**src/rtl/mtt_pkg.sv**
```systemverilog
// shared types and constants for the midi tick to microsecond tempo map
// no dependencies
package mtt_pkg;

  localparam int unsigned TickW  = 32;
  localparam int unsigned TempoW = 24;
  localparam int unsigned PpqnW  = 15;
  localparam int unsigned UsW    = 63;
  localparam int unsigned ProdW  = TickW + TempoW;
  localparam int unsigned CfgW   = 24;

  typedef enum logic [1:0] {
    OpClear   = 2'd0,
    OpAppend  = 2'd1,
    OpConvert = 2'd2,
    OpNone    = 2'd3
  } op_e;

  typedef enum logic [1:0] {
    StOk       = 2'd0,
    StFull     = 2'd1,
    StOrder    = 2'd2,
    StReserved = 2'd3
  } status_e;

  typedef enum logic {
    CfgPpqn  = 1'b0,
    CfgTempo = 1'b1
  } cfg_idx_e;

  typedef struct packed {
    logic [1:0]        op;
    logic [TickW-1:0]  pulse;
    logic [TempoW-1:0] tempo;
  } req_t;

  typedef struct packed {
    logic [UsW-1:0] microseconds;
    logic [1:0]     status;
  } res_t;

  typedef struct packed {
    logic              start;
    logic [TickW-1:0]  ticks;
    logic [TempoW-1:0] tempo;
  } seg_req_t;

endpackage

```
**src/rtl/mtt_seg_div.sv**
```systemverilog
// segment unit: floor(ticks * tempo / ppqn), one quotient bit per cycle
// depends on mtt_pkg
module mtt_seg_div (
  input  logic                      clk_i,
  input  logic                      rst_ni,
  input  mtt_pkg::seg_req_t         seg_i,
  input  logic [mtt_pkg::PpqnW-1:0] ppqn_i,
  output logic                      done_o,
  output logic [mtt_pkg::ProdW-1:0] quot_o
);

  localparam int unsigned CntW = $clog2(mtt_pkg::ProdW + 1);

  logic [mtt_pkg::ProdW-1:0] p_q, p_d;
  logic [mtt_pkg::PpqnW-1:0] rem_q, rem_d;
  logic [CntW-1:0]           cnt_q, cnt_d;
  logic                      done_q, done_d;
  logic [mtt_pkg::PpqnW-1:0] div_w;
  logic [mtt_pkg::PpqnW:0]   rem_sh;

  // zero ppqn counts as one
  assign div_w  = (ppqn_i == '0) ? mtt_pkg::PpqnW'(1) : ppqn_i;
  assign rem_sh = {rem_q, p_q[mtt_pkg::ProdW-1]};

  always_comb begin
    p_d    = p_q;
    rem_d  = rem_q;
    cnt_d  = cnt_q;
    done_d = 1'b0;
    if (seg_i.start) begin
      p_d   = mtt_pkg::ProdW'(seg_i.ticks) * mtt_pkg::ProdW'(seg_i.tempo);
      rem_d = '0;
      cnt_d = CntW'(mtt_pkg::ProdW);
    end else if (cnt_q != '0) begin
      if (rem_sh >= {1'b0, div_w}) begin
        rem_d = mtt_pkg::PpqnW'(rem_sh - {1'b0, div_w});
        p_d   = {p_q[mtt_pkg::ProdW-2:0], 1'b1};
      end else begin
        rem_d = rem_sh[mtt_pkg::PpqnW-1:0];
        p_d   = {p_q[mtt_pkg::ProdW-2:0], 1'b0};
      end
      cnt_d  = cnt_q - CntW'(1);
      done_d = (cnt_q == CntW'(1));
    end
  end

  always_ff @(posedge clk_i or negedge rst_ni) begin
    if (!rst_ni) begin
      cnt_q  <= '0;
      done_q <= 1'b0;
    end else begin
      cnt_q  <= cnt_d;
      done_q <= done_d;
    end
  end

  always_ff @(posedge clk_i) begin
    p_q   <= p_d;
    rem_q <= rem_d;
  end

  assign done_o = done_q;
  assign quot_o = p_q;

endmodule

```
**config.mk**
```make
export PLATFORM = sky130hd
export DESIGN_NAME = mtt_seg_div
export DESIGN_NICKNAME = d
export VERILOG_FILES = /design/src/rtl/mtt_pkg.sv /design/src/rtl/mtt_seg_div.sv
export SDC_FILE = /design/constraint.sdc
export NUM_CORES = 2
export LEC_CHECK = 0
export BUFFER_PORTS_ARGS = -buffer_cell sky130_fd_sc_hd__buf_2
export CORE_MARGIN = 2
export CORE_UTILIZATION = 60
export DETAILED_ROUTE_END_ITERATION = 8
export PLACE_DENSITY = 0.82
export SLEW_MARGIN = 40
export SYNTH_ARGS = -nofsm -noshare
export SYNTH_HDL_FRONTEND = slang
export SYNTH_SLANG_ARGS = --single-unit
```
**constraint.sdc**
```tcl
create_clock -name clk_i -period 6.9 [get_ports clk_i]
set_clock_uncertainty 0.05 [all_clocks]
set_input_delay 1.725 -clock clk_i [delete_from_list [all_inputs] [get_ports clk_i]]
set_output_delay 1.725 -clock clk_i [all_outputs]
set_load 0.02 [all_outputs]
```
==> impl_metrics.yaml <==
synthesis:
  synthDistinctLibCells: 69
  syn_inst: 3205
  yosysSeqAreaShare: 0.0746
  netlist_area_um2: 28900
  synth_top_family_by_area: "adder cells"
  synthAdderAreaFrac: 0.542
  synth-main-ff-cell: "edfxtp_1"
  synthSimpleGateAreaFrac: 0.169
  synth-edff-count: 56
  synth.avg_cell_area_um2: 9.02
  synth_seq_cells: 78
  yosysWarningCount: 0
  synth_compound_area_frac: 0.0555
  synth-xor-area-share: 0.0182
  syn-num-nets: 4137
  ys_async_sr_fraction: 0.0897
  synth_mux_area_frac: 0.0195
worst_setup_path:
  required_ns: 6.95
  cp-end-kind: "register"
  critPathArrivalTime_ns: 8.87
  start_kind: "input pin"
  r2r-end: "rem_q[11]"
  slowest_delay_ns: 0.56
  cp_common_cell: "fa_1"
  endpoint: "quot_o[50]"
  critPathMaxFanout: 17
  rrSetupSlack_ns: 3.67
  crit_buf_inv: 7
  r2r-start: "quot_o[55]"
  critical_path_depth: 25
  crit_start: "seg_i[7]"
  crit_slowest_cell: "fa_2"
  cp_top_family: "adder cells"
  reg2reg_depth: 12
  criticalPathCategory: "in -> reg"
floorplan:
  core_um2: 47600
  start_util: 0.607
  die_w_um: 224
  die_area_um2: 50000
  rows: 80
  io_pins: 131
  die-height_um: 224
layout:
  fin_cells: 4251
  fin_area_um2: 36600
  fin_nets: 4558
  drive_above_1_share: 0.277
  syn2layout_area_growth_pct: 26.6
clock_tree:
  htreeDepth: 3
  ctsLongestPathBuffers: 2
  postCtsHoldBufs: 0
  cts_tree: "done"
  cts.sinks: 78
  root_buffer: "clkbuf_16"
  clkSlewWorstSetupHoldPaths_ns: 0.07
  cts-buffers-inserted: 9
  clock_latency_ns: 0.35
placed_design:
  hpwlAfterDp_um: 64300
  gp_congestion: 0.932
  placed_area_um2: 33000
  port_buffers: 130
  dpl.cell_count: 4130
worst_hold_path:
  holdCritPathClass: "reg -> reg"
  hp-start: "rem_q[1]"
routing:
  firstDrtPassIters: 6
  drtIter0Drc: 3127
  wl_per_cell_um: 26.2
  ant_nets: 0
  drt-total-wl_um: 111000
  num_vias: 27100
  routed_via_density: 6.38
  drc: 0
grt:
  grt_pass1_vias: 27800
  gr-total-overflow: 0
  antenna_found_initial: 5
  grt_pass1_wl_um: 149000
  grt_max_degree: 64
  track_usage: 0.381
outcome:
  violations: "negative setup slack"
  status: "finished with violations"
sta:
  slew_headroom: 0.380
  period_share: 1.28
  period_needed_ns: 8.82
  maxSlewViolCount: 0
  clock.fmax_mhz: 113
  setup_viol: 47
  setup_slack_ns: -1.92
  rsz0062_at_grt: "yes"
  tns_ns: -58.46
  hold_violations: 0
  tightestPinTransition_ns: 0.930
run:
  max_cap_viol_count: 0
[worst min path at each step]
stage | to | slack [ns] | cells after the start
4_1_cts | rem_q[14] | 0.43 | 2
6_report | rem_q[1] | 0.43 | 2
3_5_place_dp | rem_q[6] | 0.42 | 2
3_3_place_gp | rem_q[14] | 0.41 | 2
5_1_grt | rem_q[1] | 0.47 | 2
2_1_floorplan | rem_q[14] | 0.40 | 2
[what timing repair did]
action / CTS / global route
resized for setup: 445 / 148
gates cloned: 6 / 2
pin swaps: 174 / 104
endpoints found under the setup margin: 46 / 46
setup buffers: 64 / 43
[Yosys cell counts, types with 5 or more instances]
cell type | instances | area (µm²)
o211ai_1 | 11 | 82.6
nor3_1 | 18 | 90.1
edfxtp_1 | 56 | 1680
nor2_1 | 48 | 180
and2_1 | 386 | 2410
nor2b_1 | 5 | 31.3
a21o_1 | 31 | 233
o21a_1 | 5 | 37.5
clkbuf_1 | 161 | 604
dfxtp_1 | 15 | 300
nand2_1 | 463 | 1740
a211oi_1 | 9 | 67.6
ha_1 | 199 | 2490
dfrtp_1 | 7 | 175
nand4_1 | 22 | 138
a21oi_1 | 75 | 375
o21ai_0 | 49 | 245
xor2_1 | 25 | 219
xnor2_1 | 35 | 307
inv_1 | 760 | 2850
o21bai_1 | 10 | 75.1
a211o_1 | 5 | 43.8
or3_1 | 5 | 31.3
a31oi_1 | 8 | 50.1
nand3_1 | 11 | 55.1
nor4_1 | 6 | 37.5
fa_1 | 659 | 13200
mux2_2 | 47 | 529
[cell usage in the layout (no fill, tap or decap), drive strengths merged, types with 10 or more instances in the layout]
cell,n
nand3,11
and2,386
nor2,48
o211ai,12
nand2,463
a21oi,78
buf,572
nand4,22
o21bai,10
ha,199
xor2,25
fa,659
edfxtp,56
dfxtp,15
nor3,18
xnor2,35
clkbuf,12
mux2,48
a21o,31
o21ai,51
a211oi,11
inv,764
[worst register-to-register path, stage by stage, from the launching register on]
cell and delay, ns:
edfxtp_1 0.44, inv_1 0.09, ha_1 0.19, fa_1 0.20
nor2b_1 0.06, o21ai_0 0.22, a21oi_1 0.11, a211oi_1 0.60
a21o_2 0.59, a211o_1 0.18, a311oi_1 0.05, a211oi_1 0.23
nor3_1 0.08
[kinds of logic after synthesis]
logic type | Yosys count
mux | 50
compound gates | 243
flops | 78
fa+ha+maj | 858
buf+inv | 929
xor+xnor | 60
simple gates | 987
[per-stage QoR]
| step | setup slack (ns) | utilization | hold WS, ns |
|---|---|---|---|
| after floorplan | -0.946 | - | 0.395 |
| after global placement | -1.57 | 0.693 | 0.413 |
| after detailed placement | -1.70 | 0.693 | 0.423 |
| after CTS | -0.970 | 0.749 | 0.431 |
| after global routing | -2.00 | 0.768 | 0.469 |
| final | -1.92 | 0.768 | 0.432 |
[per-layer routing]
metal	share of wire	global-route usage	vias to the layer above
met5	0	0	-
met4	0.11	0.210	0
met3	0.14	0.0784	1080
met2	0.44	0.630	2698
met1	0.31	0.470	13000
li1	-	-	10300
[state kept, by name, summed over array words and instances, names as in the netlist]
signal  cells
quot_o     56
rem_q      15
cnt_q       6
done_o      1
[cell type report]
type | instances | area, µm²
Multi-Input combinational cell | 2198 | 25200
Sequential cell | 78 | 2160
Clock buffer | 9 | 225
Antenna cell | 5 | 12.5
Tap cell | 615 | 769
Inverter | 760 | 2850
Clock inverter | 7 | 65.1
Timing Repair Buffer | 579 | 5300
Fill cell | 2508 | 11000
Power is not shown: default switching activity piles up to over one toggle a cycle in this logic, so the estimate is an artifact.
